**config.mk**
```make
export PLATFORM = sky130hd
export DESIGN_NAME = rcm_isqrt
export DESIGN_NICKNAME = d
export VERILOG_FILES = /design/src/rtl/row_correlation_matrix_defines.svh /design/src/rtl/rcm_pkg.sv /design/src/rtl/rcm_isqrt.sv
export SDC_FILE = /design/constraint.sdc
export NUM_CORES = 1
export LEC_CHECK = 0
export BUFFER_PORTS_ARGS = -buffer_cell sky130_fd_sc_hd__buf_2
export CAP_MARGIN = 10
export CORE_UTILIZATION = 50
export CTS_BUF_LIST = sky130_fd_sc_hd__clkbuf_4 sky130_fd_sc_hd__clkbuf_8 sky130_fd_sc_hd__clkbuf_16
export CTS_CLUSTER_DIAMETER = 30
export DETAILED_ROUTE_END_ITERATION = 12
export PLACE_DENSITY = 0.69
export SLEW_MARGIN = 20
export SYNTH_ARGS = -nofsm -noshare
export SYNTH_HDL_FRONTEND = slang
export SYNTH_SLANG_ARGS = --single-unit
```
**constraint.sdc**
```tcl
create_clock -name clock -period 21.2 [get_ports clock]
set_clock_uncertainty 0.1 [all_clocks]
set_input_delay 3.18 -clock clock [delete_from_list [all_inputs] [get_ports clock]]
set_output_delay 3.18 -clock clock [all_outputs]
set_load 0.02 [all_outputs]
```
**src/rtl/row_correlation_matrix_defines.svh**
```systemverilog
// Assertion macros for the row correlation matrix block.
// Included by the module that carries concurrent assertions; no dependencies.
`ifndef ROW_CORRELATION_MATRIX_DEFINES_SVH
`define ROW_CORRELATION_MATRIX_DEFINES_SVH

// Same-cycle implication, disabled during reset
`define RCM_ASSERT_IMP(label, clk, rst, ante, cons, msg) \
   label: assert property (@(posedge clk) disable iff (rst) (ante) |-> (cons)) \
      else $error(msg);

// Next-cycle implication, disabled during reset
`define RCM_ASSERT_NEXT(label, clk, rst, ante, cons, msg) \
   label: assert property (@(posedge clk) disable iff (rst) (ante) |=> (cons)) \
      else $error(msg);

`endif

```
**src/rtl/rcm_pkg.sv**
```systemverilog
// Shared constants, codes and types of the row correlation matrix block.
// No dependencies; every other file but the assertion macro header imports it.
package rcm_pkg;

   // Matrix geometry and sample format
   localparam int MAX_ROWS    = 64;
   localparam int MAX_COLUMNS = 256;
   localparam int SAMPLE_BITS = 16;
   localparam int ROW_BITS    = $clog2(MAX_ROWS);
   localparam int COL_BITS    = $clog2(MAX_COLUMNS);
   localparam int ADDR_BITS   = ROW_BITS + COL_BITS;
   localparam int RCFG_BITS   = 7;
   localparam int CCFG_BITS   = 9;
   localparam int CSR_BITS    = 9;

   // Arithmetic widths
   localparam int SUM_BITS    = SAMPLE_BITS + COL_BITS;
   localparam int PROD_BITS   = 2 * SAMPLE_BITS;
   localparam int SQ_BITS     = PROD_BITS + COL_BITS;
   localparam int VAR_BITS    = 50;
   localparam int RAD_BITS    = 62;
   localparam int ROOT_BITS   = RAD_BITS / 2;
   localparam int DEN_BITS    = 2 * ROOT_BITS;
   localparam int NUM_BITS    = 92;
   localparam int QUO_BITS    = 34;
   localparam int FRAC_BITS   = 30;
   localparam int EXP_BITS    = 5;
   localparam int SHIFT_BITS  = 7;
   localparam int CORR_BITS   = 32;

   localparam logic signed [CORR_BITS-1:0] CORR_ONE = CORR_BITS'(64'd1 << FRAC_BITS);

   // Request actions
   localparam logic ACTION_LOAD  = 1'b0;
   localparam logic ACTION_QUERY = 1'b1;

   // Result status codes
   localparam logic [1:0] STAT_OK       = 2'd0;
   localparam logic [1:0] STAT_ZERO_VAR = 2'd1;
   localparam logic [1:0] STAT_RANGE    = 2'd2;

   // Register indexes
   localparam logic CSR_ROWS    = 1'b0;
   localparam logic CSR_COLUMNS = 1'b1;

   // Status of an iterative arithmetic unit
   typedef struct packed {
      logic busy;
      logic done;
   } unit_status_type;

endpackage

```
**src/rtl/rcm_isqrt.sv**
```systemverilog
// Floor square root of a normalized radicand, one result bit per cycle.
// Depends on rcm_pkg for widths and the unit status type.
module rcm_isqrt import rcm_pkg::*; (
   input  logic                 clock,
   input  logic                 reset,
   input  logic                 start,
   input  logic [RAD_BITS-1:0]  radicand,
   output logic [ROOT_BITS-1:0] root,
   output unit_status_type      status
);

   localparam int CNT_BITS = $clog2(ROOT_BITS);

   logic                busy_ff, busy_in;
   logic                done_ff, done_in;
   logic [CNT_BITS-1:0] count_ff;
   logic [RAD_BITS-1:0] val_ff;
   logic [RAD_BITS-1:0] res_ff;
   logic [RAD_BITS-1:0] bit_ff;
   logic [RAD_BITS:0]   trial;
   logic                last;

   assign trial = {1'b0, res_ff} + {1'b0, bit_ff};
   assign last  = (count_ff == CNT_BITS'(ROOT_BITS - 1));

   // Track busy and the one-cycle done pulse
   always_comb begin
      busy_in = busy_ff;
      done_in = 1'b0;
      if (start) begin
         busy_in = 1'b1;
      end else if (busy_ff && last) begin
         busy_in = 1'b0;
         done_in = 1'b1;
      end
   end

   always_ff @(posedge clock) begin
      if (reset) begin
         busy_ff <= 1'b0;
         done_ff <= 1'b0;
      end else begin
         busy_ff <= busy_in;
         done_ff <= done_in;
      end
   end

   // Subtract the trial value when it fits, then move to the next digit pair
   always_ff @(posedge clock) begin
      if (start) begin
         val_ff   <= radicand;
         res_ff   <= '0;
         bit_ff   <= RAD_BITS'(1) << (RAD_BITS - 2);
         count_ff <= '0;
      end else if (busy_ff) begin
         if ({1'b0, val_ff} >= trial) begin
            val_ff <= val_ff - trial[RAD_BITS-1:0];
            res_ff <= (res_ff >> 1) + bit_ff;
         end else begin
            res_ff <= res_ff >> 1;
         end
         bit_ff   <= bit_ff >> 2;
         count_ff <= count_ff + CNT_BITS'(1);
      end
   end

   assign root        = res_ff[ROOT_BITS-1:0];
   assign status.busy = busy_ff;
   assign status.done = done_ff;

endmodule

```
Yosys cells after proc, flatten, opt, wreduce, memory -nomap -nowiden

Index checks and enable logic that the tools add are counted.

Mux-type cells: 7
$add $sub $neg: 4
Equal/unequal tests: 1
Reduce and logical (&&, ||, !) cells: 6
Magnitude comparators: 1

Operators with widths:

| operator                                                       | count |
|---|---|
| 62-bit 2-to-1 mux                                              | 4 |
| 62-bit by 61-bit adder with 63-bit output                      | 1 |
| 62-bit by 63-bit greater-or-equal comparator with 1-bit output | 1 |
| 61-bit by 61-bit adder with 62-bit output                      | 1 |
| 62-bit subtractor                                              | 1 |
| 2-bit nonzero test                                             | 3 |
| 5-bit by 1-bit adder with 5-bit output (second input constant) | 1 |
| 5-bit == test (second input constant)                          | 1 |
| 1-bit 2-to-1 mux                                               | 3 |
| 2-bit AND reduction                                            | 1 |
| 2-bit OR reduction                                             | 1 |
| 1-bit logical AND                                              | 1 |

Word-level logic and storage cells: 25
Output and inout port bits: 33
Register bits: 162

Logic depth before layout (Yosys ltp)

Word-level depth: 5
Mapped depth: 27
Depth with buffers taken out: 23

Worst setup path after synthesis

No wires, ideal clock.

Path type: flip-flop to flip-flop
Start point: register res_ff[22]
End point: register val_ff[0] (enable)
Arrival: 6.280 ns
Setup slack: 14.399 ns
Cell stages (with the launch flop): 24
Data required time: 20.679 ns
Period minus slack after synthesis: 6.801 ns
Path buffers: 2
Library setup time: 0.421 ns
Path through: dfxtp_1 > ha_1 > a31o_2 > a21o_1 > a2111oi_0 > o21ai_1 > a21oi_1 > nor3_1 > o41ai_2 > o21ai_1 > a31oi_1 > xor2_1 > ha_1 > nand4_1 > nor3_1 > nand3_1 > nor4_1 > a2111o_1 > a2111oi_1 > or3_1 > buf_2 > buf_6 > or2_2 > nand2_1

Longest elaborated chain between the ends: 4

Ends and longest elaborated chain:

| item                                                           | RTL line        | RTL |
|---|---|---|
| from (decl)                                                    | rcm_isqrt.sv:18 | `logic [RAD_BITS-1:0] res_ff;` |
| from (signal assigned)                                         | rcm_isqrt.sv:58 | `res_ff <= (res_ff >> 1) + bit_ff;` |
| from (signal assigned)                                         | rcm_isqrt.sv:60 | `res_ff <= res_ff >> 1;` |
| 62-bit by 61-bit adder with 63-bit output                      | rcm_isqrt.sv:23 | `assign trial = {1'b0, res_ff} + {1'b0, bit_ff};` |
| 62-bit by 63-bit greater-or-equal comparator with 1-bit output | rcm_isqrt.sv:56 | `if ({1'b0, val_ff} >= trial) begin` |
| 2-bit nonzero test (no line)                                   | n/a             |  |
| 2-bit AND reduction (no line)                                  | n/a             |  |
| to (signal assigned)                                           | rcm_isqrt.sv:51 | `val_ff <= radicand;` |
| to (signal assigned)                                           | rcm_isqrt.sv:57 | `val_ff <= val_ff - trial[RAD_BITS-1:0];` |
| to (decl)                                                      | rcm_isqrt.sv:17 | `logic [RAD_BITS-1:0] val_ff;` |

No other way between the ends.
A chain may end at the register's enable or synchronous reset.

Worst setup path after layout

Start point: register res_ff[0]
End point: register res_ff[35]

Longest elaborated chain between the ends: 3

Ends and longest elaborated chain:

| item                                                           | RTL line |
|---|---|
| 62-bit by 61-bit adder with 63-bit output                      | rcm_isqrt.sv:23 |
| 62-bit by 63-bit greater-or-equal comparator with 1-bit output | rcm_isqrt.sv:56 |
| 62-bit 2-to-1 mux                                              | rcm_isqrt.sv:56 |

No other way between the ends.

==> results_dict.tcl <==
set metrics [dict create \
    cp-startpoint "res_ff[0]" \
    grt_max_degree 93 \
    synth_seq_cells 162 \
    min_to "done_ff" \
    finalPower_w 0.001724 \
    netlist_instances 1871 \
    initial_utilization_pct 51.23 \
    stdcell_count 2263 \
    io-pin-count 98 \
    final_common_cell "nor2_1" \
    synth_area_sq_um 14820 \
    slowest_stage "a2111oi_0" \
    post-cts-setup-buffers 0 \
    dr_total_vias 13840 \
    cp-start-kind "flip-flop" \
    drive_above_1_share_pct 9.367 \
    ctsHoldBuffers 0 \
    die_h_um 174.2 \
    path_cells "ha_1 > ha_1 > a21oi_1 > o21ai_1 > a2111oi_0 > o21ai_1 > a21oi_1 > nor3_1 > o41ai_2 > o21ai_1 > a31oi_1 > xor2_1 > ha_1 > a21oi_1 > o21ai_0 > a21o_1 > a21o_1 > a2111o_1 > a2111oi_1 > or3_4 > buf_4 > o21bai_1 > xor2_1 > a211oi_1" \
    p_clk_share_pct 19.1 \
    r2r_start "res_ff[0]" \
    stdcell_area_sq_um 15830 \
    status "finished clean" \
    synthesis.nets 2065 \
    wirelength_um 42130 \
    hold_depth 2 \
    drt_iter0_markers 1057 \
    min_path_type "reg2reg" \
    cts-htree-levels 4 \
    nets 2060 \
    reg2reg_depth 24 \
    die_w_um 174.2 \
    clkSinkCount 162 \
    path_class "reg2reg" \
    antenna_found_initial 0 \
    synth-async-reset-ratio_pct 0 \
    slew_viol_final 0 \
    drc_errors 0 \
    hp-start "count_ff[4]" \
    path_max_fanout 92 \
    n_antenna_cell 0 \
    required_ns 21.40 \
    r2r-end "res_ff[35]" \
    power_density_nw_per_um2 108.9 \
    drtPass1Iterations 5 \
    coreArea_sq_um 28940 \
    combPwrFrac_pct 53.7 \
    routedWlPerCell_um 18.62 \
    swShare_pct 45.60 \
    most-common-layout-cells "nor2_1, nand2_1, o21ai_0" \
    rrSetupSlack_ns 13.75 \
    rsz0062_at_grt "no" \
    cp-end-kind "flip-flop" \
    gp_congestion 0.9392 \
    area_growth_pct 6.769 \
    grt_pass1_vias 12900 \
    hold_viol 0 \
    relSlewSlack_pct 34.34 \
    cts.reportedPaths.clkPinSlew_ns 0.08 \
    setup_viol_count_final 0 \
    pwr-share-seq_pct 27.2 \
    synthFlopType "dfxtp_1" \
    grt_overflow_total 0 \
    cts_root_buf "clkbuf_16" \
    groute.usage.overall_pct 27.52 \
    clockBufferDepth 2 \
    dieArea_sq_um 30340 \
    period_share_pct 35.15 \
    grt_pass1_wl_um 67350 \
    synth.avg_cell_area_sq_um 7.922 \
    ys_types 79 \
    irDropWorstVdd_uv 67.33 \
    insertion_delay_ns 0.46 \
    port_buffers 97 \
    fin_crit_ns 7.452 \
    p_leak_nw 6.153 \
    fmax_ghz 0.1342 \
    synth.yosys.seq_area_share_pct 26.07 \
    tritoncts "yes" \
    cts_buffers 17 \
    ys_warn_count 0 \
    dp_cells 2231 \
    maxCapViolCount 0 \
    power_switching_w 0.0007860 \
    rows 62 \
    dpl.hpwl_um 31360 \
    vias_per_cell 6.117 \
    cts_resized 0 \
    internal-power_w 0.0009378 \
    tns_ns 0 \
    tightest_slew_ns 0.9812 \
    crit_path_max_incr_delay_ns 0.80 \
    cp_data_arrival_time_ns 7.65 \
    synth-edff-count 62 \
    detail-route-antenna-nets 0 \
    placed_area_sq_um 15210 \
]
metrics by stage:
step / worst slack [ns] / util, % / hold slack (ns)
after floorplan: 14.40 / - / 0.3640
after global routing: 13.14 / 54.70 / 0.4470
final: 13.75 / 54.70 / 0.3943
after CTS: 13.81 / 54.69 / 0.3989
after detailed placement: 13.94 / 52.58 / 0.3873
after global placement: 14.03 / 52.58 / 0.3846
power by group through the flow:
stage / Combinational (W) / Clock, W / Sequential, W
floorplan: 0.000745 / 0 / 0.000445
global placement: 0.000895 / 0 / 0.000474
detailed placement: 0.000906 / 0 / 0.000475
CTS: 0.000913 / 0.000333 / 0.000468
global route: 0.00102 / 0.000346 / 0.000477
finish: 0.000925 / 0.000330 / 0.000469
synthesized netlist by cell type (all sizes together) (27+ instances only):
cell,number,share of area (%)
nor2,200,5.1
a31oi,63,2.8
and3,28,1.2
inv,37,0.94
a21oi,120,4.1
dfxtp,100,14
nand3,41,1.4
o21ai,159,5.4
edfxtp,62,13
xnor2,86,5.1
buf,54,2.5
mux2i,41,2.8
nand4,39,1.6
nand2,188,4.8
clkbuf,74,1.9
xor2,68,4.0
nor3,27,0.95
a211oi,52,2.7
a21o,29,1.5
ha,128,11
state kept, by name, summed over array words and instances (netlist names):
name / count
val_ff: 62
busy_ff: 1
count_ff: 5
bit_ff: 31
done_ff: 1
res_ff: 62
worst max path at each step:
stage	end	slack, ns
after global routing	res_ff[47]	13.14
after floorplan	val_ff[0]	14.40
after global placement	res_ff[11]	14.03
after CTS	res_ff[11]	13.81
final	res_ff[35]	13.75
after detailed placement	val_ff[17]	13.94
worst max-delay path: cells and delay by family (launching register included):
family	cells	cell delay [ns]
AO/OA/AOI/OAI	16	4.56
AND/OR/NAND/NOR	2	0.41
buffers and inverters	1	0.74
flip-flops	1	0.33
XOR/XNOR	2	0.34
adder cells (fa/ha/maj)	3	0.74
cell type report:
| cell class | count | area, sq um |
|---|---|---|
| Fill cell | 2752 | 13110 |
| Clock inverter | 14 | 158.9 |
| Inverter | 38 | 142.6 |
| Multi-Input combinational cell | 1543 | 10180 |
| Timing Repair Buffer | 104 | 544.3 |
| Sequential cell | 162 | 3867 |
| Clock buffer | 18 | 450.4 |
| Tap cell | 384 | 480.5 |
logic make-up after synthesis:
group	after synthesis	synth area share (%)
AND/OR/NAND/NOR	623	19.47
AO/OA/AOI/OAI	594	26.19
buffers and inverters	166	5.309
flip-flops	162	26.07
XOR/XNOR	154	9.099
adder cells (fa/ha/maj)	129	10.94
multiplexers	43	2.921
layer usage:
layer | part of all wire (%) | GRT usage (%) | vias up
met5 | 0 | 0 | -
met4 | 2.7 | 9.795 | 0
met3 | 5.4 | 4.112 | 55
met2 | 48 | 47.28 | 397
met1 | 44 | 34.84 | 6511
li1 | - | - | 6879
Power figures use the tool's default switching activity.
