===== config.mk =====
export PLATFORM = sky130hd
export DESIGN_NAME = rcm_divider
export DESIGN_NICKNAME = d
export VERILOG_FILES = /design/src/rtl/row_correlation_matrix_defines.svh /design/src/rtl/rcm_pkg.sv /design/src/rtl/rcm_divider.sv
export SDC_FILE = /design/constraint.sdc
export NUM_CORES = 1
export LEC_CHECK = 0
export ABC_CLOCK_PERIOD_IN_PS = 8300
export BUFFER_PORTS_ARGS = -buffer_cell sky130_fd_sc_hd__buf_2
export CAP_MARGIN = 20
export CORE_UTILIZATION = 40
export DETAILED_ROUTE_END_ITERATION = 10
export GPL_ROUTABILITY_DRIVEN = 1
export PLACE_DENSITY_LB_ADDON = 0.1
export SYNTH_ARGS = -nofsm -noshare
export SYNTH_HDL_FRONTEND = slang
export SYNTH_SLANG_ARGS = --single-unit

===== constraint.sdc =====
create_clock -name clock -period 8.3 [get_ports clock]
set_input_delay 1.245 -clock clock [delete_from_list [all_inputs] [get_ports clock]]
set_output_delay 1.245 -clock clock [all_outputs]
set_load 0.02 [all_outputs]

===== src/rtl/row_correlation_matrix_defines.svh =====
// Assertion macros for the row correlation matrix block.
// Included by the module that carries concurrent assertions; no dependencies.
`ifndef ROW_CORRELATION_MATRIX_DEFINES_SVH
`define ROW_CORRELATION_MATRIX_DEFINES_SVH

// Same-cycle implication, disabled during reset
`define RCM_ASSERT_IMP(label, clk, rst, ante, cons, msg) \
   label: assert property (@(posedge clk) disable iff (rst) (ante) |-> (cons)) \
      else $error(msg);

// Next-cycle implication, disabled during reset
`define RCM_ASSERT_NEXT(label, clk, rst, ante, cons, msg) \
   label: assert property (@(posedge clk) disable iff (rst) (ante) |=> (cons)) \
      else $error(msg);

`endif


===== src/rtl/rcm_pkg.sv =====
// Shared constants, codes and types of the row correlation matrix block.
// No dependencies; every other file but the assertion macro header imports it.
package rcm_pkg;

   // Matrix geometry and sample format
   localparam int MAX_ROWS    = 64;
   localparam int MAX_COLUMNS = 256;
   localparam int SAMPLE_BITS = 16;
   localparam int ROW_BITS    = $clog2(MAX_ROWS);
   localparam int COL_BITS    = $clog2(MAX_COLUMNS);
   localparam int ADDR_BITS   = ROW_BITS + COL_BITS;
   localparam int RCFG_BITS   = 7;
   localparam int CCFG_BITS   = 9;
   localparam int CSR_BITS    = 9;

   // Arithmetic widths
   localparam int SUM_BITS    = SAMPLE_BITS + COL_BITS;
   localparam int PROD_BITS   = 2 * SAMPLE_BITS;
   localparam int SQ_BITS     = PROD_BITS + COL_BITS;
   localparam int VAR_BITS    = 50;
   localparam int RAD_BITS    = 62;
   localparam int ROOT_BITS   = RAD_BITS / 2;
   localparam int DEN_BITS    = 2 * ROOT_BITS;
   localparam int NUM_BITS    = 92;
   localparam int QUO_BITS    = 34;
   localparam int FRAC_BITS   = 30;
   localparam int EXP_BITS    = 5;
   localparam int SHIFT_BITS  = 7;
   localparam int CORR_BITS   = 32;

   localparam logic signed [CORR_BITS-1:0] CORR_ONE = CORR_BITS'(64'd1 << FRAC_BITS);

   // Request actions
   localparam logic ACTION_LOAD  = 1'b0;
   localparam logic ACTION_QUERY = 1'b1;

   // Result status codes
   localparam logic [1:0] STAT_OK       = 2'd0;
   localparam logic [1:0] STAT_ZERO_VAR = 2'd1;
   localparam logic [1:0] STAT_RANGE    = 2'd2;

   // Register indexes
   localparam logic CSR_ROWS    = 1'b0;
   localparam logic CSR_COLUMNS = 1'b1;

   // Status of an iterative arithmetic unit
   typedef struct packed {
      logic busy;
      logic done;
   } unit_status_type;

endpackage


===== src/rtl/rcm_divider.sv =====
// Restoring divider, one quotient bit per cycle, numerator taken MSB first.
// Depends on rcm_pkg for widths and the unit status type.
module rcm_divider import rcm_pkg::*; (
   input  logic                 clock,
   input  logic                 reset,
   input  logic                 start,
   input  logic [NUM_BITS-1:0]  dividend,
   input  logic [DEN_BITS-1:0]  divisor,
   output logic [QUO_BITS-1:0]  quotient,
   output unit_status_type      status
);

   localparam int CNT_BITS = $clog2(NUM_BITS);

   logic                busy_ff, busy_in;
   logic                done_ff, done_in;
   logic [CNT_BITS-1:0] count_ff;
   logic [NUM_BITS-1:0] num_ff;
   logic [DEN_BITS-1:0] den_ff;
   logic [DEN_BITS-1:0] rem_ff;
   logic [QUO_BITS-1:0] quo_ff;
   logic [DEN_BITS:0]   rem_shift;
   logic                fits;
   logic                last;

   assign rem_shift = {rem_ff, num_ff[NUM_BITS-1]};
   assign fits      = (rem_shift >= {1'b0, den_ff});
   assign last      = (count_ff == CNT_BITS'(NUM_BITS - 1));

   // Track busy and the one-cycle done pulse
   always_comb begin
      busy_in = busy_ff;
      done_in = 1'b0;
      if (start) begin
         busy_in = 1'b1;
      end else if (busy_ff && last) begin
         busy_in = 1'b0;
         done_in = 1'b1;
      end
   end

   always_ff @(posedge clock) begin
      if (reset) begin
         busy_ff <= 1'b0;
         done_ff <= 1'b0;
      end else begin
         busy_ff <= busy_in;
         done_ff <= done_in;
      end
   end

   // Shift in one numerator bit, subtract the divisor when it fits
   always_ff @(posedge clock) begin
      if (start) begin
         num_ff   <= dividend;
         den_ff   <= divisor;
         rem_ff   <= '0;
         quo_ff   <= '0;
         count_ff <= '0;
      end else if (busy_ff) begin
         if (fits) begin
            rem_ff <= DEN_BITS'(rem_shift - {1'b0, den_ff});
         end else begin
            rem_ff <= rem_shift[DEN_BITS-1:0];
         end
         quo_ff   <= {quo_ff[QUO_BITS-2:0], fits};
         num_ff   <= num_ff << 1;
         count_ff <= count_ff + CNT_BITS'(1);
      end
   end

   assign quotient    = quo_ff;
   assign status.busy = busy_ff;
   assign status.done = done_ff;

endmodule


Yosys cells after proc, flatten, opt, wreduce, memory -nomap -nowiden
Cells that the tools add are included.
Word-level totals
  register bits after elaboration: 259
  bits of input ports: 157
  output and inout bits: 36
Operators by class
  add/sub/neg operators: 2
  $lt $le $gt $ge: 1
  equal/unequal tests: 1
  mux-type cells: 6
  reductions and logical operators: 4
Operators by type and width (number)
  92-bit two-way mux: 2
  63-bit by 62-bit greater-or-equal comparator with 1-bit output: 1
  62-bit two-way mux: 1
  62-bit subtractor: 1
  7-bit by 1-bit adder with 7-bit output (second input constant): 1
  7-bit == test (second input constant): 1
  2-bit nonzero test: 2
  1-bit two-way mux: 3
  2-bit OR reduction: 1
  1-bit logical AND: 1

Depth between registers and ports, before layout
Gate-level depths: netlist of run 1.
  depth in word-level cells: 4
  gate-level depth with buffers: 15
  depth with buffers taken out: 13

Worst setup path after synthesis of run 1
OpenSTA, ideal clock, no wires.
  path type: input -> register
  from: in start
  to: reg num_ff[0] (enable)
  arrival: 3.790 ns
  required time: 7.855 ns
  slack: 4.065 ns
  stages: 5
  path buffers: 3
  cell sequence: clkbuf_1 -> clkbuf_1 -> nor2_1 -> clkbuf_1 -> inv_1
On the way
  longest elaborated chain between the ends: 1
RTL lines
  start, declared: RTL line rcm_divider.sv:6  | input logic start,
  2-bit nonzero test (no source line)
  end signal, assigned: RTL line rcm_divider.sv:55  | num_ff <= dividend;
  end signal, assigned: RTL line rcm_divider.sv:67  | num_ff <= num_ff << 1;
  end, declared: RTL line rcm_divider.sv:18  | logic [NUM_BITS-1:0] num_ff;
Every way passes these cells.
A chain may end at the register's enable or synchronous reset.

Worst setup path in the final report of run 1
  from: reg den_ff[10]
  to: reg rem_ff[13]
On the way
  longest elaborated chain between the ends: 2
  elaborated cells on any way between the ends: 3
RTL lines
  start, declared: RTL line rcm_divider.sv:19  | logic [DEN_BITS-1:0] den_ff;
  start signal, assigned: RTL line rcm_divider.sv:56  | den_ff <= divisor;
  62-bit subtractor or 63-bit by 62-bit greater-or-equal comparator with 1-bit output (tied branches): RTL line rcm_divider.sv:62, rcm_divider.sv:27
  62-bit two-way mux *: RTL line rcm_divider.sv:61  | if (fits) begin
  end signal, assigned: RTL line rcm_divider.sv:62  | rem_ff <= DEN_BITS'(rem_shift - {1'b0, den_ff});
  end signal, assigned: RTL line rcm_divider.sv:64  | rem_ff <= rem_shift[DEN_BITS-1:0];
  end, declared: RTL line rcm_divider.sv:20  | logic [DEN_BITS-1:0] rem_ff;
Mark *: on every way between the ends. The rest lies on a longest branch, timed or not.

==> impl_summary.log, run 1 <==
INFO  metric outcome = completed
INFO  metric cts_num_sinks = 259
INFO  metric max_cap_viol_count = 0
INFO  metric timing.final.ws_setup = 4.29 ns
INFO  metric io_buffers = 192
INFO  metric dr.first_iter.drc_count = 863
INFO  metric worst-setup-path-type = reg -> reg
INFO  metric syn-instance-count = 1498
INFO  metric seq_total_area_yosys = 45.6%
INFO  metric place_inst = 2061
INFO  metric power_leakage = 7.04 nW
INFO  metric final_cells = 2124
INFO  metric combinational_family_with_the_most_area_after_synthesis = compound AO/OA/AOI/OAI gates
INFO  metric layout_commonest_cell = buf_2
INFO  metric totalNegativeSetupSlack = 0 ns
INFO  metric min_path_type = reg -> reg
INFO  metric yosys-mux-area-fraction = 9.41%
INFO  metric cts.clk_slew.worst_paths = 0.05 ns
INFO  metric top_level_port_count = 193
INFO  metric grt_pass1_vias = 11673
INFO  metric cpMaxStageDelayCell = nor3_4
INFO  metric crit_family = compound AO/OA/AOI/OAI gates
INFO  metric synth.cell_area = 14700 sq um
INFO  metric internal-power = 2.61 mW
INFO  metric synth_top_flop_cell = edfxtp_1
INFO  metric gpl.final_weighted_congestion = 0.927
INFO  metric routed-via-count = 11911
INFO  metric crit_path_launch_type = flop
INFO  metric tightestPinTransition = 0.958 ns
INFO  metric critical_path_arrival = 4.44 ns
INFO  metric fp.dieArea = 37600 sq um
INFO  metric n_fill_cell = 3449
INFO  metric htree_num_levels = 2
INFO  metric fp.coreArea = 35900 sq um
INFO  metric synth-simple-area-share = 14.9%
INFO  metric grt.overflow.total = 0
INFO  metric dr.pass1.iters = 5
INFO  metric cp_max_fo = 41
INFO  metric fraction_of_final_layout_cells_sized_beyond_drive_strength_1 = 22.4%
INFO  metric worst-endpoint-required = 8.73 ns
INFO  metric wire_per_inst = 18.2 microns
INFO  metric area_growth = 15.5%
INFO  metric netSwitchingPower = 1.05 mW
INFO  metric area_of_the_multi_input_gates = 7300 sq um
INFO  metric tritoncts_clock_tree = yes
INFO  metric die_h = 194 microns
INFO  metric wire_length_of_the_first_global_routing_pass = 62400 microns
INFO  metric synth_enable_flop_cells = 154
INFO  metric place.detailed.hpwl = 26600 microns
INFO  metric power-per-cell-area = 215 nW/um^2
INFO  metric final_nets = 1858
INFO  metric synthXorXnorAreaFrac = 2.79%
INFO  metric critPathMaxStageDelay = 0.75 ns
INFO  metric regToRegSetupSlack = 4.29 ns
INFO  metric async_reset_ff_share = 0%
INFO  metric die_width = 194 microns
INFO  metric post-route-period-util = 48.3%
INFO  metric initial_core_util = 41.0%
INFO  metric avgViaCountPerCell = 5.61
INFO  metric postCtsSetupBuffers = 0
INFO  metric synth_compound_area_share = 16.7%
INFO  metric clk_root_buffer_cell = clkbuf_16
INFO  metric grt_max_degree = 110
INFO  metric synth_nets = 1720
INFO  metric grt_setup_unrepaired = no
INFO  metric later_pin_clock_latency_in_the_skew_report = 0.54 ns
INFO  metric finalClockSkew = 0.0228 ns
INFO  metric synth-adder-area-share = 5.57%
INFO  metric totalWireLength = 38600 microns
INFO  metric power.switching_fraction = 28.8%
INFO  metric critPathCaptureType = flop
INFO  metric comb_power_share = 19.4%
INFO  metric dpl_worst_slack = 4.38 ns
INFO  metric syn_avg_cell_area = 9.84 sq um
INFO  metric post_synth_num_cell_types = 74
INFO  metric timing.final.setup_violations = 0
INFO  metric grtUsageTotal = 20.6%
INFO  metric antenna_found_initial = 9
INFO  metric final_cell_mix = buf_2 (191), nor2_1 (154), edfxtp_1 (154), dfxtp_1 (104)
INFO  metric postCtsResizedCells = 0
INFO  metric min_period = 4.01 ns
INFO  metric maximum_clock_frequency = 250 MHz
INFO  metric cts-buffers-inserted = 34
INFO  metric number_of_pins_with_negative_max_slew_slack_in_the_final_report = 0
INFO  metric final_hold_viol_count = 0
INFO  metric timing.critical_path.cells = inv_1 > ha_1 > a21oi_1 > o21ai_0 > a31oi_1 > nand3_1 > nand3_1 > a21oi_2 > nor3_4 > buf_4 > o21ai_0 > a311oi_1
INFO  metric power.share.clock = 39.0%
INFO  metric number_of_synthesized_register_bits = 259
INFO  metric number_of_remaining_drc_errors = 0
INFO  metric sequential_cell_area = 6730 sq um
INFO  metric slew_headroom = 35.4%
INFO  metric p_seq_share = 41.6%
INFO  metric drt.antenna.violating_nets = 0
INFO  metric worst-path-buf-inv = 2
INFO  metric fp-row-count = 69
INFO  metric synth-warning-count = 0
INFO  metric ir_drop = 198 uV
INFO  metric clockBufferDepth = 3
INFO  metric cts.hold.buffers_added = 0
-- layout make-up --
cell class / count / share of cell area, %
Inverter: 80 / 1.77
Sequential cell: 259 / 39.5
Clock inverter: 17 / 1.13
Tap cell: 461 / 3.39
Timing Repair Buffer: 201 / 6.10
Multi-Input combinational cell: 1060 / 42.8
Clock buffer: 44 / 5.22
Antenna cell: 2 / 0.0294
-- state kept, by name, indices dropped and copies added (netlist names) --
name and cells:
num_ff 92, den_ff 62, rem_ff 62, quotient 34, count_ff 7, busy_ff 1, done_ff 1
-- worst register-to-register path: stages, from the launching register on --
cell and delay [ns]:
edfxtp_1 0.32, inv_1 0.04, ha_1 0.38, a21oi_1 0.29, o21ai_0 0.16, a31oi_1 0.29, nand3_1 0.26, nand3_1 0.23
a21oi_2 0.12, nor3_4 0.75, buf_4 0.55, o21ai_0 0.22, a311oi_1 0.29
-- synthesized netlist by cell type (4+ instances only) --
master | instances | area, sq um
a2111oi_2 | 9 | 135
a211o_1 | 5 | 43.8
a211oi_1 | 8 | 60.1
a21o_1 | 36 | 270
a21oi_1 | 80 | 400
a221oi_1 | 4 | 35.0
a311oi_1 | 38 | 333
a31oi_1 | 12 | 75.1
and2_1 | 11 | 68.8
and3_1 | 17 | 106
buf_2 | 10 | 50.1
buf_4 | 10 | 75.1
clkbuf_1 | 75 | 282
dfxtp_1 | 105 | 2100
edfxtp_1 | 154 | 4620
ha_1 | 64 | 801
inv_1 | 78 | 293
mux2_2 | 92 | 1040
mux2i_1 | 35 | 350
nand2_1 | 92 | 345
nand2b_1 | 5 | 31.3
nand3_1 | 72 | 360
nand4_1 | 38 | 238
nor2_1 | 156 | 586
nor2b_1 | 5 | 31.3
nor3_1 | 20 | 100
nor4_1 | 16 | 100
o211ai_1 | 22 | 165
o21a_1 | 5 | 37.5
o21ai_0 | 63 | 315
o21ai_1 | 15 | 75.1
o21bai_1 | 9 | 67.6
o221ai_1 | 4 | 35.0
or2_2 | 5 | 31.3
or3_1 | 12 | 75.1
or4_1 | 4 | 30.0
xnor2_1 | 23 | 201
xor2_1 | 24 | 210
-- metrics by stage --
stage	power, mW	util (%)	cell area (sq um)	hold WS [ns]
6_report	3.66	47.4	17000	0.496
5_1_grt	3.83	47.4	17000	0.510
4_1_cts	3.71	47.4	17000	0.498
3_5_place_dp	2.25	44.4	15900	0.488
3_3_place_gp	2.25	44.4	15900	0.472
2_1_floorplan	2.05	-	14700	0.446
-- routing by layer --
layer	GRT usage [%]	vias up	part of all wire (%)
li1	-	5844	-
met1	28.0	5628	46
met3	5.13	62	7.3
met5	0	-	0.12
met2	31.9	367	44
met4	6.82	10	2.2
-- cell families after synthesis --
logic type / after synthesis
XOR/XNOR: 47
AO/OA/AOI/OAI: 357
adder cells (fa/ha/maj): 65
multiplexers: 127
buffers and inverters: 179
flip-flops: 259
AND/OR/NAND/NOR: 464
-- final timing paths --
| path | startpoint | depth (start not counted) | end |
|---|---|---|---|
| worst max-delay path | den_ff[10]$_DFFE_PP_ | 12 | rem_ff[13]$_SDFFE_PP0P_ |
| worst min-delay path | rem_ff[51]$_SDFFE_PP0P_ | 2 | rem_ff[51]$_SDFFE_PP0P_ |
| worst max register to register | den_ff[10]$_DFFE_PP_ | 12 | rem_ff[13]$_SDFFE_PP0P_ |
| worst min register to register | rem_ff[51]$_SDFFE_PP0P_ | 2 | rem_ff[51]$_SDFFE_PP0P_ |
-- power by group through the flow --
stage / registers [mW] / clock network (mW) / logic [mW]
CTS: 1.52 / 1.48 / 0.708
global placement: 1.54 / 0 / 0.703
detailed placement: 1.55 / 0 / 0.704
finish: 1.52 / 1.43 / 0.710
global route: 1.53 / 1.51 / 0.787
floorplan: 1.53 / 0 / 0.525
No activity file was read; power rests on OpenSTA's default activity.
==> run 2: changes to the inputs <==
ABC_CLOCK_PERIOD_IN_PS = 3700   (was 8300)
clock period = 3.7 ns   (was 8.3 ns; I/O delays follow)
==> impl_summary.log, run 2 (same netlist as run 1, synthesis figures left out) <==
INFO  metric crit_path_launch_type = flop
INFO  metric antenna_found_initial = 9
INFO  metric place.detailed.hpwl = 28200 microns
INFO  metric slew_headroom = 32.1%
INFO  metric final_core_util = 48.3%
INFO  metric cts.clk_slew.worst_paths = 0.06 ns
INFO  metric n_fill_cell = 3532
INFO  metric largest_register_ffs = 92
INFO  metric final_cells = 2148
INFO  metric worst-path-buf-inv = 3
INFO  metric outcome = completed
INFO  metric gr-max-usage-layer = met2
INFO  metric totalWireLength = 39300 microns
INFO  metric later_pin_clock_latency_in_the_skew_report = 0.59 ns
INFO  metric maximum_clock_frequency = 285 MHz
INFO  metric min_period = 3.51 ns
INFO  metric fp.coreArea = 35900 sq um
INFO  metric fraction_of_final_layout_cells_sized_beyond_drive_strength_1 = 24.2%
INFO  metric initial_core_util = 41.0%
INFO  metric grt_util_met1 = 28.1%
INFO  metric timing.final.ws_setup = 0.187 ns
INFO  metric wire_per_inst = 18.3 microns
INFO  metric power_leakage = 7.22 nW
INFO  metric clk_root_buffer_cell = clkbuf_16
INFO  metric cp_max_fo = 18
INFO  metric critical-path-top-cell-by-count = nand3_1
INFO  metric grt_max_degree = 84
INFO  metric grtUsageTotal = 20.9%
INFO  metric avgViaCountPerCell = 5.57
INFO  metric grt_setup_unrepaired = no
INFO  metric postCtsResizedCells = 0
INFO  metric tritoncts_clock_tree = yes
INFO  metric totalNegativeSetupSlack = 0 ns
INFO  metric drt.antenna.violating_nets = 0
INFO  metric clockBufferDepth = 3
INFO  metric finish.instance_area = 17300 sq um
INFO  metric min_path_type = in -> reg
INFO  metric layout_commonest_cell = buf_2
INFO  metric global_routing_usage_on_met3 = 5.71%
INFO  metric number_of_remaining_drc_errors = 0
INFO  metric cts-buffers-inserted = 30
INFO  metric power-per-cell-area = 475 nW/um^2
INFO  metric gpl.final_weighted_congestion = 0.904
INFO  metric dpl_worst_slack = 0.109 ns
INFO  metric placement.cell_area = 16200 sq um
INFO  metric number_of_pins_with_negative_max_slew_slack_in_the_final_report = 0
INFO  metric postCtsSetupBuffers = 0
INFO  metric routed-via-count = 11960
INFO  metric area_growth = 17.7%
INFO  metric cpMaxStageDelayCell = ha_1
INFO  metric worst-setup-path-type = reg -> reg
INFO  metric ir_drop = 338 uV
INFO  metric timing.critical_path.cells = inv_1 > ha_1 > a21oi_1 > o21ai_0 > a31oi_1 > nand3_1 > nand3_1 > a21oi_2 > nor3_4 > buf_6 > buf_4 > nor4_1 > a2111oi_1
INFO  metric crit_family = compound AO/OA/AOI/OAI gates
INFO  metric fp.dieArea = 37600 sq um
INFO  metric grt_pass1_vias = 11948
INFO  metric wire_length_of_the_first_global_routing_pass = 63800 microns
INFO  metric dr.pass1.iters = 5
INFO  metric top_level_port_count = 193
INFO  metric worst-endpoint-required = 4.16 ns
INFO  metric fp-row-count = 69
INFO  metric finalClockSkew = 0.0225 ns
INFO  metric critPathCaptureType = flop
INFO  metric timing.final.setup_violations = 0
INFO  metric total_power = 8.24 mW
INFO  metric critical_path_arrival = 3.97 ns
INFO  metric critPathMaxStageDelay = 0.38 ns
INFO  metric place_inst = 2090
INFO  metric final_hold_viol_count = 0
INFO  metric cts.hold.buffers_added = 0
INFO  metric dr.first_iter.drc_count = 718
INFO  metric largestRegisters = num_ff: 92 flops, den_ff: 62 flops, rem_ff: 62 flops
INFO  metric post-route-period-util = 95.0%
INFO  metric hold_ws = 0.135 ns
INFO  metric final_nets = 1883
INFO  metric io_buffers = 192
INFO  metric final_cell_mix = buf_2 (191), nor2_1 (155), edfxtp_1 (154), dfxtp_1 (104)
INFO  metric htree_num_levels = 1
INFO  metric grt.overflow.total = 0
INFO  metric reg_with_most_ffs = num_ff
INFO  metric tightestPinTransition = 1.02 ns
INFO  metric die_width = 194 microns
INFO  metric max_cap_viol_count = 0
INFO  metric cts_num_sinks = 259
INFO  metric grt_util_met2 = 33.7%
INFO  metric die_h = 194 microns
-- run 2: layout make-up --
| type | instances | area, sq um | area share (%) |
|---|---|---|---|
| Antenna cell | 2 | 5.00 | 0.0289 |
| Clock buffer | 50 | 1040 | 6.02 |
| Clock inverter | 6 | 63.8 | 0.368 |
| Inverter | 80 | 302 | 1.74 |
| Multi-Input combinational cell | 1060 | 7310 | 42.2 |
| Sequential cell | 259 | 6730 | 38.8 |
| Tap cell | 461 | 577 | 3.33 |
| Timing Repair Buffer | 230 | 1310 | 7.55 |
-- run 2: final timing paths --
check                           from                       to  slack, ns  depth (start not counted)
max             den_ff[10]$_DFFE_PP_   rem_ff[7]$_SDFFE_PP0P_       0.19                         13
max reg2reg     den_ff[10]$_DFFE_PP_   rem_ff[7]$_SDFFE_PP0P_       0.19                         13
min reg2reg  rem_ff[42]$_SDFFE_PP0P_  rem_ff[42]$_SDFFE_PP0P_       0.48                          2
min                            reset     busy_ff$_SDFFE_PP0P_       0.13                          2
-- run 2: metal layers --
layer | vias up | routed length [microns]
met5 | - | 86
met1 | 5723 | 18400
li1 | 5893 | -
met3 | 64 | 2610
met4 | 12 | 757
met2 | 268 | 17500
-- run 2: power by group --
| part | internal, mW | switching (mW) |
|---|---|---|
| clock network | 1.93 | 1.24 |
| registers | 3.31 | 0.100 |
| logic | 0.666 | 1.00 |
==> run 3: changes to the inputs <==
ABC_CLOCK_PERIOD_IN_PS = 4250   (was 3700)
clock period = 4.25 ns   (was 3.7 ns; I/O delays follow)
==> impl_summary.log, run 3 (same netlist as run 1, synthesis figures left out) <==
INFO  metric outcome = completed
INFO  metric totalWireLength = 39400 microns
INFO  metric avgViaCountPerCell = 5.63
INFO  metric top_level_port_count = 193
INFO  metric power_leakage = 7.09 nW
INFO  metric min_path_type = in -> reg
INFO  metric finalClockSkew = 0.0346 ns
INFO  metric grt.overflow.total = 0
INFO  metric io_buffers = 192
INFO  metric number_of_pins_with_negative_max_slew_slack_in_the_final_report = 0
INFO  metric cts.clk_slew.worst_paths = 0.06 ns
INFO  metric postCtsSetupBuffers = 0
INFO  metric hold_path.startpoint = divisor[33]
INFO  metric routed-via-count = 12019
INFO  metric crit_path_launch_type = flop
INFO  metric cts-buffers-inserted = 30
INFO  metric fp-row-count = 69
INFO  metric maximum_clock_frequency = 265 MHz
INFO  metric worst-setup-path-type = reg -> reg
INFO  metric worst-endpoint-required = 4.72 ns
INFO  metric largest_register_ffs = 92
INFO  metric final_core_util = 47.5%
INFO  metric final_hold_viol_count = 0
INFO  metric tritoncts_clock_tree = yes
INFO  metric grt_max_degree = 73
INFO  metric wire_length_of_the_first_global_routing_pass = 63000 microns
INFO  metric fp.coreArea = 35900 sq um
INFO  metric hold-path-endpoint = den_ff[33]$_DFFE_PP_
INFO  metric area_growth = 15.8%
INFO  metric later_pin_clock_latency_in_the_skew_report = 0.59 ns
INFO  metric place.detailed.hpwl = 27500 microns
INFO  metric cts.hold.buffers_added = 0
INFO  metric number_of_remaining_drc_errors = 0
INFO  metric final_nets = 1872
INFO  metric fraction_of_final_layout_cells_sized_beyond_drive_strength_1 = 23.2%
INFO  metric regToRegSetupSlack = 0.48 ns
INFO  metric hold_path_cells = 1
INFO  metric antenna_found_initial = 9
INFO  metric min_period = 3.77 ns
INFO  metric grtUsageTotal = 20.5%
INFO  metric gpl.final_weighted_congestion = 0.903
INFO  metric clk_root_buffer_cell = clkbuf_16
INFO  metric cp_max_fo = 15
INFO  metric die_width = 194 microns
INFO  metric wire_per_inst = 18.5 microns
INFO  metric clockBufferDepth = 3
INFO  metric max_cap_viol_count = 0
INFO  metric timing.final.setup_violations = 0
INFO  metric power-per-cell-area = 406 nW/um^2
INFO  metric ir_drop = 347 uV
INFO  metric tightestPinTransition = 1.00 ns
INFO  metric reg2regPathDepth = 12
INFO  metric largestRegisters = num_ff: 92 flops, den_ff: 62 flops, rem_ff: 62 flops
INFO  metric r2r_end = rem_ff[60]$_SDFFE_PP0P_
INFO  metric die_h = 194 microns
INFO  metric post-route-period-util = 88.8%
INFO  metric fp.dieArea = 37600 sq um
INFO  metric critical_path_arrival = 4.25 ns
INFO  metric initial_core_util = 41.0%
INFO  metric final_cell_mix = buf_2 (191), nor2_1 (155), edfxtp_1 (154), dfxtp_1 (104)
INFO  metric critPathCaptureType = flop
INFO  metric timing.rr.start = den_ff[48]$_DFFE_PP_
INFO  metric reg_with_most_ffs = num_ff
INFO  metric totalNegativeSetupSlack = 0 ns
INFO  metric drt.antenna.violating_nets = 0
INFO  metric cts_num_sinks = 259
INFO  metric dr.first_iter.drc_count = 782
INFO  metric slew_headroom = 33.2%
INFO  metric dr.pass1.iters = 5
INFO  metric postCtsResizedCells = 0
INFO  metric htree_num_levels = 1
INFO  metric layout_commonest_cell = buf_2
INFO  metric grt_setup_unrepaired = no
INFO  metric grt_pass1_vias = 11644
## run 3: changes by cell type in the layout (fill, tap and decap cells not counted), sizes merged
cell	change
buf	-11
bufinv	+1
clkbuf	-5
clkinv	+2
clkinvlp	-1
inv	+2
## run 3: area by class of cell
type,instances,area [sq um]
diodes,2,5.00
clock buffers,45,858
clock inverters,10,111
fillers,3467,18800
inverters,80,302
multi-input cells,1060,7290
flip-flops and latches,259,6730
well taps,461,577
repair buffers,219,1200
## run 3: how the worst max path moves through the flow
stage	to	startpoint	cells after the start	slack [ns]
2_1_floorplan	num_ff[0]$_SDFFCE_PN0P_	start	5	0.62
3_3_place_gp	rem_ff[60]$_SDFFE_PP0P_	den_ff[48]$_DFFE_PP_	12	0.46
3_5_place_dp	rem_ff[60]$_SDFFE_PP0P_	den_ff[48]$_DFFE_PP_	12	0.45
4_1_cts	rem_ff[60]$_SDFFE_PP0P_	den_ff[48]$_DFFE_PP_	12	0.44
5_1_grt	rem_ff[36]$_SDFFE_PP0P_	den_ff[10]$_DFFE_PP_	11	0.15
6_report	rem_ff[60]$_SDFFE_PP0P_	den_ff[48]$_DFFE_PP_	12	0.48
## run 3: power breakdown
group          total (mW)  switching, mW  internal (mW)
sequential           2.97         0.0866           2.88
combinational        1.44          0.878          0.558
clock                2.53           1.07           1.46
total                6.94           2.04           4.90
## run 3: worst max-delay path, cell delays in order (launching register included)
cell and delay, ns:
edfxtp_1 0.32, inv_1 0.05, ha_1 0.39, a21o_1 0.21, a21o_1 0.18, a21oi_2 0.25, o221ai_1 0.23, a221oi_1 0.45
nand2_1 0.17, or3_1 0.64, buf_4 0.34, and3_1 0.19, a2111oi_2 0.26
## run 3: routing by layer
| metal | GRT usage (%) | share of wire [%] |
|---|---|---|
| met1 | 28.0 | 47 |
| met2 | 32.3 | 44 |
| met3 | 5.01 | 6.7 |
| met4 | 5.61 | 2.4 |
| met5 | 0 | 0.15 |
## run 3: through the flow
step	cells	area [sq um]	total power [mW]	setup slack [ns]	hold WS (ns)
5_1_grt	2135	17100	7.26	0.151	0.188
2_1_floorplan	1498	14700	4.01	0.623	0.446
3_5_place_dp	2079	16100	4.44	0.451	0.474
3_3_place_gp	2079	16100	4.44	0.460	0.468
6_report	2136	17100	6.94	0.475	0.214
4_1_cts	2134	17100	7.01	0.444	0.178
